**config.mk**
```make
export PLATFORM = sky130hd
export DESIGN_NAME = ntp_reply_time_fix
export DESIGN_NICKNAME = d
export VERILOG_FILES = /design/src/ntprtf_pkg.sv /design/src/ntp_reply_time_fix.sv
export SDC_FILE = /design/constraint.sdc
export NUM_CORES = 2
export LEC_CHECK = 0
export BUFFER_PORTS_ARGS = -buffer_cell sky130_fd_sc_hd__buf_2
export CORE_ASPECT_RATIO = 0.75
export CORE_UTILIZATION = 65
export DETAILED_ROUTE_END_ITERATION = 10
export PLACE_DENSITY = 0.83
export SYNTH_ARGS = -nofsm -noshare
export SYNTH_HDL_FRONTEND = slang
export SYNTH_SLANG_ARGS = --single-unit
```
**constraint.sdc**
```tcl
create_clock -name clk -period 13.4 [get_ports clk]
set_input_delay 1.34 -clock clk [delete_from_list [all_inputs] [get_ports clk]]
set_output_delay 1.34 -clock clk [all_outputs]
set_load 0.03 [all_outputs]
```
**src/ntprtf_pkg.sv**
```systemverilog
package ntprtf_pkg;

	// Stream widths
	localparam int S_DATA_W = 72;
	localparam int S_USER_W = 3;
	localparam int M_DATA_W = 160;
	localparam int M_USER_W = 2;

	// Word kinds on the input stream
	typedef enum logic [1:0] {
		KIND_SEND    = 2'd0,
		KIND_BYTE    = 2'd1,
		KIND_TIMEOUT = 2'd2
	} kind_t;

	// Result status
	typedef enum logic [1:0] {
		ST_FIX  = 2'd0,
		ST_DROP = 2'd1,
		ST_BAD  = 2'd2
	} status_t;

	// Reply layout and checks
	localparam logic [5:0] REPLY_LEN     = 6'd48;
	localparam logic [5:0] COUNT_SAT     = 6'd49;
	localparam logic [5:0] STAMP_FIRST   = 6'd40;
	localparam logic [5:0] IDX_MODE      = 6'd0;
	localparam logic [5:0] IDX_STRATUM   = 6'd1;
	localparam logic [2:0] MODE_SERVER   = 3'd4;
	localparam logic [7:0] STRATUM_LIMIT = 8'd16;

	// Time conversion
	localparam logic signed [32:0] EPOCH_OFFSET_S = 33'sd2208988800;
	localparam logic signed [63:0] NS_PER_S_SW    = 64'sd1000000000;
	localparam logic [29:0]        NS_PER_S       = 30'd1000000000;

endpackage

```
**src/ntp_reply_time_fix.sv**
```systemverilog
// SNTP reply time fix.
// Input stream (s_axis): one word per event. tuser carries the kind (send,
// reply byte, timeout) and the source-ok flag; tdata carries the local
// microsecond time and the reply byte; tlast marks the final reply byte.
// A send word records the send time and arms the wait, a timeout word
// disarms it, and reply bytes are counted and captured. Only a final reply
// byte produces an output word.
// Output stream (m_axis): tuser holds the status, tdata the Unix time in
// nanoseconds, the local midpoint and the round trip time.
// An output word for a final byte passes through the input register, the
// product register and the output register.
// Throughput: one input word per cycle while the later stages have room;
// the two constant multiplies sit in their own stage so the output register only adds.
// A full output register that the receiver stalls does not stop intake:
// the earlier stages keep filling and tready drops only when all are full.
// Reset clears the wait, the byte counter, the captured fields and all
// valid flags; no output word appears until a final byte arrives.
module ntp_reply_time_fix (
	input  logic                             clk,
	input  logic                             arst_n,
	input  logic                             s_axis_tvalid,
	output logic                             s_axis_tready,
	// [63:0] timestamp_us, [71:64] data_byte
	input  logic [ntprtf_pkg::S_DATA_W-1:0]  s_axis_tdata,
	input  logic                             s_axis_tlast,
	// [1:0] req_type, [2] source_ok
	input  logic [ntprtf_pkg::S_USER_W-1:0]  s_axis_tuser,
	output logic                             m_axis_tvalid,
	input  logic                             m_axis_tready,
	// [63:0] unix_ns, [127:64] midpoint_us, [159:128] rtt_us
	output logic [ntprtf_pkg::M_DATA_W-1:0]  m_axis_tdata,
	// [1:0] status
	output logic [ntprtf_pkg::M_USER_W-1:0]  m_axis_tuser
);
	import ntprtf_pkg::*;

	// Block state
	logic        wait_armed_q;
	logic [63:0] send_time_q;
	logic [5:0]  byte_index_q;
	logic [2:0]  mode_bits_q;
	logic [7:0]  stratum_q;
	logic [63:0] stamp_q;

	// Input register
	logic                valid_s1;
	logic [S_DATA_W-1:0] tdata_s1;
	logic [S_USER_W-1:0] tuser_s1;
	logic                tlast_s1;

	// Product stage
	logic        valid_s2;
	status_t     status_s2;
	logic [63:0] secs_ns_s2;
	logic [29:0] frac_ns_s2;
	logic [63:0] mid_s2;
	logic [31:0] rtt_s2;

	// Output register
	logic                out_valid_q;
	logic [M_DATA_W-1:0] out_data_q;
	status_t             out_status_q;

	// Stage 1 decode
	kind_t            kind_s1;
	logic [63:0]      now_s1;
	logic [7:0]       byte_s1;
	logic             src_ok_s1;
	logic [5:0]       idx_next;
	logic [2:0]       mode_next;
	logic [7:0]       stratum_next;
	logic [63:0]      stamp_next;
	logic             result_s1;
	logic             pass_s1;
	logic             good_s1;
	status_t          status_s1;
	logic [63:0]      rtt_full;
	logic signed [32:0] secs_diff;
	logic [63:0]      secs_ns;
	logic [61:0]      frac_prod;

	// Handshake
	logic adv_s1;
	logic adv_s2;
	logic rdy_s2;
	logic fire_s1;

	assign kind_s1   = kind_t'(tuser_s1[1:0]);
	assign src_ok_s1 = tuser_s1[2];
	assign now_s1    = tdata_s1[63:0];
	assign byte_s1   = tdata_s1[71:64];

	// Capture the byte into the header fields and advance the counter
	always_comb begin
		mode_next    = mode_bits_q;
		stratum_next = stratum_q;
		stamp_next   = stamp_q;
		if (byte_index_q == IDX_MODE) begin
			mode_next = byte_s1[2:0];
		end else if (byte_index_q == IDX_STRATUM) begin
			stratum_next = byte_s1;
		end else if (byte_index_q >= STAMP_FIRST && byte_index_q < REPLY_LEN) begin
			stamp_next = {stamp_q[55:0], byte_s1};
		end
		idx_next = (byte_index_q < COUNT_SAT) ? byte_index_q + 6'd1 : byte_index_q;
	end

	// Judge the reply on its final byte
	always_comb begin
		result_s1 = valid_s1 && (kind_s1 == KIND_BYTE) && tlast_s1;
		pass_s1   = wait_armed_q && (idx_next == REPLY_LEN) && src_ok_s1;
		good_s1   = (mode_next == MODE_SERVER) && (stratum_next != 8'd0)
			&& (stratum_next < STRATUM_LIMIT);
		if (!pass_s1) begin
			status_s1 = ST_DROP;
		end else if (!good_s1) begin
			status_s1 = ST_BAD;
		end else begin
			status_s1 = ST_FIX;
		end
	end

	// Round trip and the two constant products
	assign rtt_full  = now_s1 - send_time_q;
	assign secs_diff = $signed({1'b0, stamp_next[63:32]}) - EPOCH_OFFSET_S;
	assign secs_ns   = 64'(64'(secs_diff) * NS_PER_S_SW);
	assign frac_prod = 62'(stamp_next[31:0]) * 62'(NS_PER_S);

	// Stage movement: each stage moves on when the next has room
	assign adv_s2        = valid_s2 && (!out_valid_q || m_axis_tready);
	assign rdy_s2        = !valid_s2 || adv_s2;
	assign adv_s1        = valid_s1 && (!result_s1 || rdy_s2);
	assign s_axis_tready = !valid_s1 || adv_s1;
	assign fire_s1       = valid_s1 && adv_s1;

	// Input register
	always_ff @(posedge clk or negedge arst_n) begin
		if (!arst_n) begin
			valid_s1 <= 1'b0;
		end else if (s_axis_tready) begin
			valid_s1 <= s_axis_tvalid;
		end
	end

	always_ff @(posedge clk) begin
		if (s_axis_tready && s_axis_tvalid) begin
			tdata_s1 <= s_axis_tdata;
			tuser_s1 <= s_axis_tuser;
			tlast_s1 <= s_axis_tlast;
		end
	end

	// Update the block state as each word leaves stage 1
	always_ff @(posedge clk or negedge arst_n) begin
		if (!arst_n) begin
			wait_armed_q <= 1'b0;
			send_time_q  <= '0;
			byte_index_q <= '0;
			mode_bits_q  <= '0;
			stratum_q    <= '0;
			stamp_q      <= '0;
		end else if (fire_s1) begin
			case (kind_s1)
				KIND_SEND: begin
					send_time_q  <= now_s1;
					wait_armed_q <= 1'b1;
				end
				KIND_TIMEOUT: begin
					wait_armed_q <= 1'b0;
				end
				KIND_BYTE: begin
					mode_bits_q  <= mode_next;
					stratum_q    <= stratum_next;
					stamp_q      <= stamp_next;
					byte_index_q <= tlast_s1 ? 6'd0 : idx_next;
					if (tlast_s1 && status_s1 == ST_FIX) begin
						wait_armed_q <= 1'b0;
					end
				end
				default: begin
				end
			endcase
		end
	end

	// Product stage; zero the fields unless a fix is produced
	always_ff @(posedge clk or negedge arst_n) begin
		if (!arst_n) begin
			valid_s2 <= 1'b0;
		end else if (rdy_s2) begin
			valid_s2 <= fire_s1 && result_s1;
		end
	end

	always_ff @(posedge clk) begin
		if (rdy_s2 && fire_s1 && result_s1) begin
			status_s2 <= status_s1;
			if (status_s1 == ST_FIX) begin
				secs_ns_s2 <= secs_ns;
				frac_ns_s2 <= frac_prod[61:32];
				mid_s2     <= send_time_q + {1'b0, rtt_full[63:1]};
				rtt_s2     <= rtt_full[31:0];
			end else begin
				secs_ns_s2 <= '0;
				frac_ns_s2 <= '0;
				mid_s2     <= '0;
				rtt_s2     <= '0;
			end
		end
	end

	// Output register: add the two products
	always_ff @(posedge clk or negedge arst_n) begin
		if (!arst_n) begin
			out_valid_q <= 1'b0;
		end else if (adv_s2) begin
			out_valid_q <= 1'b1;
		end else if (m_axis_tready) begin
			out_valid_q <= 1'b0;
		end
	end

	always_ff @(posedge clk) begin
		if (adv_s2) begin
			out_status_q <= status_s2;
			out_data_q   <= {rtt_s2, mid_s2, secs_ns_s2 + 64'(frac_ns_s2)};
		end
	end

	assign m_axis_tvalid = out_valid_q;
	assign m_axis_tdata  = out_data_q;
	assign m_axis_tuser  = out_status_q;

endmodule

```
-- Word-level counts from Yosys, hierarchy flattened
Cells that the tools add are included.
- $add $sub $neg: 5
- $mul: 2
- magnitude comparators: 4
- equality and inequality tests: 6
- mux-type cells: 14
- reduce and logical (&&, ||, !) cells: 32
- operators with widths (operator ; number):
    $mux W64 ; 3
    $add A64 B30 Y64 ; 1
    $add A64 B63 Y64 ; 1
    $sub A64 B64 Y64 ; 1
    $mul A33 B22 Y55 const B ; 1
    $mul A32 B21 Y53 const B ; 1
    $sub A32 B32 Y33 const B ; 1
    $mux W8 ; 2
    $logic_and A1 B1 Y1 ; 15
    $lt A6 B6 Y1 const B ; 2
    $mux W6 ; 2
    $lt A8 B5 Y1 const B ; 1
    $reduce_bool A8 Y1 ; 1
    $add A6 B1 Y6 const B ; 1
    $eq A6 B1 Y1 const B ; 1
    $eq A6 B6 Y1 const B ; 1
    $ge A6 B6 Y1 const B ; 1
    $logic_not A6 Y1 ; 1
    $logic_not A1 Y1 ; 4
    $logic_not A2 Y1 ; 2
    $logic_or A1 B1 Y1 ; 4
    $mux W2 ; 2
    $reduce_and A2 Y1 ; 2
    $eq A3 B3 Y1 const B ; 1
    other kinds (9) ; 11
- flip-flop bits (word level): 579

-- Depth between registers and ports, before layout
- depth in word-level cells: 12
- mapped depth: 38

-- Worst setup path after synthesis
No wires, ideal clock.
- path kind: input to register
- from: in m_axis_tready
- to: reg frac_ns_s2[0], enable pin
- setup time: 730 ps
- data arrival time: 9127 ps
- setup slack: 3543 ps
- stages on the path: 3
- path buffers: 0
- cells stage by stage: nand2b_1 nor2_1 nor2_1
- longest elaborated chain between the ends: 8
- ends and longest elaborated chain (what ; line ; text):
    from (decl) ; ntp_reply_time_fix.sv:29 ; input logic m_axis_tready,
    $logic_or A1 B1 Y1 (*) ; ntp_reply_time_fix.sv:130 ; assign adv_s2 = valid_s2 && (!out_valid_q || m_axis_tready);
    $logic_and A1 B1 Y1 (*) ; ntp_reply_time_fix.sv:130 ;
    $logic_or A1 B1 Y1 (*) ; ntp_reply_time_fix.sv:131 ; assign rdy_s2 = !valid_s2 || adv_s2;
    $logic_or A1 B1 Y1 ; ntp_reply_time_fix.sv:132 ; assign adv_s1 = valid_s1 && (!result_s1 || rdy_s2);
    $logic_and A1 B1 Y1 ; ntp_reply_time_fix.sv:132 ;
    $logic_and A1 B1 Y1 ; ntp_reply_time_fix.sv:134 ; assign fire_s1 = valid_s1 && adv_s1;
    $logic_and A1 B1 Y1 (*) (2 in series) ; ntp_reply_time_fix.sv:196 ; if (rdy_s2 && fire_s1 && result_s1) begin
    to (signal assigned) ; ntp_reply_time_fix.sv:200 ; frac_ns_s2 <= frac_prod[61:32];
    to (decl) ; ntp_reply_time_fix.sv:55 ; logic [29:0] frac_ns_s2;
Every way passes the cells marked *; elsewhere a longest branch is shown, timed or not.
A chain may end at the register's enable or synchronous reset.

-- Worst setup path after layout
- from: reg byte_index_q[3]
- to: reg secs_ns_s2[62] (data pin)
- longest elaborated chain between the ends: 9
- elaborated cells between the ends (all ways): 27
- those cells by class: 2 x add/sub; 1 x mul; 4 x order compare; 3 x eq/ne; 9 x mux; 8 x reduce/logical
- ends and longest elaborated chain (what ; line ; text):
    from (decl) ; ntp_reply_time_fix.sv:40 ; logic [5:0] byte_index_q;
    from (signal assigned) ; ntp_reply_time_fix.sv:175 ; byte_index_q <= tlast_s1 ? 6'd0 : idx_next;
    parallel branches: the longest is 9 deep, another holds $mul A33 B22 Y55 ; - ;
    to (signal assigned) ; ntp_reply_time_fix.sv:199 ; secs_ns_s2 <= secs_ns;
    to (decl) ; ntp_reply_time_fix.sv:54 ; logic [63:0] secs_ns_s2;
Several ways; the timed one is not identified.

==> impl_table.tex <==
\begin{tabular}{lr}
\hline
Metric & Value \\
\hline
\multicolumn{2}{l}{\textbf{Hold path}} \\
Origin of the worst min-delay path & frac\_ns\_s2[3]\$\_SDFFCE\_PP0P\_ \\
Path class of the lowest-slack min-delay path & flop to flop \\
Worst Hold Path EP & m\_axis\_tdata[3]\$\_DFFE\_PP\_ \\
Hold Crit Depth & 0 \\
\multicolumn{2}{l}{\textbf{Placed design}} \\
Final weighted congestion in routability-driven placement & 1.032 \\
Count of buffers inserted at the top-level ports & 243 \\
Post-Place Cell Area & 58160 sq um \\
Detailed placer's ending HPWL & 117200 um \\
\multicolumn{2}{l}{\textbf{Timing}} \\
Largest clock skew in the final design & 0.02864 ns \\
Worst hold-check slack & 0.4038 ns \\
Final Slew Violations & 0 \\
Setup repair after global routing missed its margin & no \\
Max Freq & 0.1005 GHz \\
Total Neg Setup Slack & 0 ns \\
Number of failing hold endpoints at the final stage & 0 \\
Crit path time final & 9.955 ns \\
Max-Slew Margin vs Limit & 22.54\% \\
Portion of the clock cycle consumed by the worst path in the final layout & 74.29\% \\
Worst-margin pin slew & 1.162 ns \\
Count of endpoints failing setup in the final report & 0 \\
\multicolumn{2}{l}{\textbf{Synthesis}} \\
Async SR Flop Fraction & 26.14\% \\
Yosys warning count & 0 \\
Sequential area share after synthesis & 29.34\% \\
Dominant synthesized flop cell & sky130\_fd\_sc\_hd\_\_edfxtp\_1 \\
Synthesized area divided by synthesized cell count & 10.71 sq um \\
Number of unique standard cell types used by synthesis & 91 \\
Syn\_nets & 6577 \\
Netlist area before placement & 55800 sq um \\
Syn Inst Count & 5209 \\
Number of enable flip-flop cells after synthesis & 421 \\
Post-synth top area share & 24.04\% \\
Cell taking the most area after synthesis & sky130\_fd\_sc\_hd\_\_fa\_1 \\
Seq cells post-synth & 570 \\
Top cells by area, synth & sky130\_fd\_sc\_hd\_\_fa\_1 (24\%), sky130\_fd\_sc\_hd\_\_edfxtp\_1 (23\%), sky130\_fd\_sc\_hd\_\_ha\_1 (14\%), sky130\_fd\_sc\_hd\_\_inv\_1 (7.0\%), sky130\_fd\_sc\_hd\_\_dfrtp\_1 (6.7\%) \\
\multicolumn{2}{l}{\textbf{Final layout}} \\
Signed area change from the synthesized netlist to the final layout & 7.869\% \\
Combined area of the multi-input logic cells & 35060 sq um \\
Post-layout net count & 6780 \\
Sequential Area & 16370 sq um \\
Fillers & 6075 \\
Design area & 60190 sq um \\
Ratio of cells with drive above 1 in the final layout & 9.410\% \\
\multicolumn{2}{l}{\textbf{Setup path}} \\
Register-to-register setup slack & 3.45 ns \\
Critical path data required time & 13.76 ns \\
Most frequent cell on the critical path & sky130\_fd\_sc\_hd\_\_fa\_1 \\
Startpoint type of the worst setup path & flop \\
Largest stage delay on the critical path & 0.67 ns \\
Worst-path fanout max & 90 \\
Buffers \& Inverters on Critical Path & 6 \\
Reg2Reg Capture Point & secs\_ns\_s2[62]\$\_SDFFCE\_PP0P\_ \\
Worst setup path category & flop to flop \\
Worst Reg-to-Reg Cells & 32 \\
Cell family contributing the most delay on the critical path & adder cells \\
Endpoint arrival time on the critical path & 10.32 ns \\
Library cell contributing the largest single delay on the critical path & sky130\_fd\_sc\_hd\_\_mux2i\_1 \\
Crit. End Element & flop \\
Launch point of the worst reg-to-reg path & byte\_index\_q[3]\$\_DFFE\_PN0P\_ \\
\multicolumn{2}{l}{\textbf{Pwr}} \\
Largest voltage drop on the vdd net & 383.5 uV \\
Power density over the cells & 209.8 nW/um\^{}2 \\
Leakage power of the design & 29.48 nW \\
\multicolumn{2}{l}{\textbf{GRT}} \\
Number of global-route vias before repair & 39120 \\
Global-route wire length before repair & 219600 um \\
Maximum number of pins on one net before global-route repair & 94 \\
Overall Global Routing Usage & 32.88\% \\
Total congestion overflow & 0 \\
Number of antenna violations at the first check in global routing & 9 \\
\multicolumn{2}{l}{\textbf{Flow run}} \\
Count of max-cap constraint violations & 0 \\
\multicolumn{2}{l}{\textbf{Run status}} \\
Run status & finished clean \\
\multicolumn{2}{l}{\textbf{Clock tree}} \\
CTS clock-pin slew for the worst setup and hold paths & 0.07 ns \\
Number of buffers added for setup after CTS & 0 \\
Maximum clock insertion buffer count & 3 \\
Hold buffers post-CTS & 0 \\
\# H-tree levels & 2 \\
Number of clock sinks seen by CTS & 570 \\
Number of buffers added by the clock tree synthesis step & 58 \\
CTS tree & done \\
Number of cells upsized or downsized after cts & 0 \\
CTS root buffer & sky130\_fd\_sc\_hd\_\_clkbuf\_16 \\
Clock network latency to the later pin of the worst-skew pair & 0.65 ns \\
\multicolumn{2}{l}{\textbf{Drt}} \\
Residual DRC count & 0 \\
Vias post-DR & 38480 \\
Vias per inst & 5.837 \\
DRT Pass-1 Iters & 6 \\
Starting DRC count in detailed routing & 3455 \\
Antenna violation net count after detailed routing & 0 \\
Drt total wl & 141600 um \\
Routed length per instance & 21.48 um \\
\multicolumn{2}{l}{\textbf{Die}} \\
Number of placement rows & 92 \\
Area of the placeable core & 84490 sq um \\
Starting density of the core & 66.04\% \\
DIE AREA & 87030 sq um \\
Y dimension of the die & 255.7 um \\
Number of top-level pins & 244 \\
Die span in x & 340.3 um \\
\hline
\end{tabular}
## synthesized netlist by cell type, drive strengths merged, types with 8 or more instances
cell type / number
o21a: 28
mux2i: 55
or2: 10
nor2: 330
nand3: 64
nand2: 213
and3: 38
edfxtp: 421
fa: 670
o21bai: 43
xnor2: 182
a21o: 135
xor2: 117
mux2: 100
o31ai: 21
a221oi: 8
nand2b: 27
a31oi: 30
dfrtp: 149
inv: 1048
nor2b: 32
a211oi: 28
buf: 19
ha: 618
nor4: 15
clkbuf: 101
nand4: 50
or3: 13
o211ai: 8
o21ai: 182
a21oi: 240
and2: 60
nor3: 43
## metal layers
metal	track usage (%)	part of all wire (%)
met1	47.84	43
met2	47.44	42
met3	11.94	12
met4	6.839	2.1
met5	0	0.074
## cell usage in the layout, fill, tap and decap left out, drive strengths merged, types with 10 or more instances in the layout
cell type  instances
nor4              15
nor3              43
o21ai            182
a21oi            240
or2               10
xnor2            182
fa               670
a21o             135
o21bai            43
buf              263
nor2             330
dfrtp            149
a211oi            28
and3              38
edfxtp           421
clkinv            22
o31ai             21
inv             1050
nor2b             32
clkbuf            73
or3               13
nand2b            27
and2              60
nand4             50
o21a              28
mux2             100
mux2i             55
xor2             117
nand3             64
nand2            213
a31oi             30
ha               618
## report_power, final
group / internal (mW) / total (mW) / switching, mW
Sequential: 1.98 / 2.05 / 0.0770
Clock: 0.985 / 1.71 / 0.724
Combinational: 3.60 / 8.87 / 5.26
## logic make-up (layout without fill, tap and decap cells)
group                    after synthesis  after routing  synth area share (%)
AND/OR/NAND/NOR                      918            918                 7.804
other                                  0              2                     0
flip-flops                           570            570                 29.34
AO/OA/AOI/OAI                        811            811                 9.308
adder cells (fa/ha/maj)             1288           1288                 37.90
XOR/XNOR                             299            299                 4.720
buffers and inverters               1168           1421                 7.891
multiplexers                         155            155                 3.039
## worst max path at each step
stage | cells after the start | startpoint | end
after CTS | 30 | byte_index_q[3]$_DFFE_PN0P_ | secs_ns_s2[62]$_SDFFCE_PP0P_
after global placement | 30 | byte_index_q[3]$_DFFE_PN0P_ | secs_ns_s2[62]$_SDFFCE_PP0P_
final | 32 | byte_index_q[3]$_DFFE_PN0P_ | secs_ns_s2[62]$_SDFFCE_PP0P_
after global routing | 29 | byte_index_q[3]$_DFFE_PN0P_ | secs_ns_s2[57]$_SDFFCE_PP0P_
after floorplan | 3 | m_axis_tready | frac_ns_s2[0]$_SDFFCE_PP0P_
after detailed placement | 30 | byte_index_q[3]$_DFFE_PN0P_ | secs_ns_s2[62]$_SDFFCE_PP0P_
## metrics by stage
stage                     utilization [%]  worst slack (ns)  total power [mW]  instances
final                               71.23             3.445             12.63       6592
after global routing                71.23             2.919             13.73       6591
after CTS                           71.23             3.580             12.51       6590
after detailed placement            68.84             3.652             10.72       6480
after floorplan                         -             3.543             8.598       5209
after global placement              68.84             3.767             10.49       6480
## registers in the layout, summed over array words and instances (netlist names), 2 cells and up, named ones only
name / cells
m_axis_tdata: 160
tdata_s1: 72
mid_s2: 64
send_time_q: 64
stamp_q: 63
secs_ns_s2: 55
rtt_s2: 32
frac_ns_s2: 30
stratum_q: 8
byte_index_q: 6
mode_bits_q: 3
tuser_s1: 3
m_axis_tuser: 2
status_s2: 2
## area by class of cell
class                   count  area share (%)
well taps                1128           2.345
repair buffers            263           2.301
flip-flops and latches    570           27.20
diodes                      2        0.008315
clock buffers              73           2.657
clock inverters            37          0.6964
inverters                1048           6.536
multi-input cells        3471           58.26
Note: power is estimated with default switching activity, not from simulation.
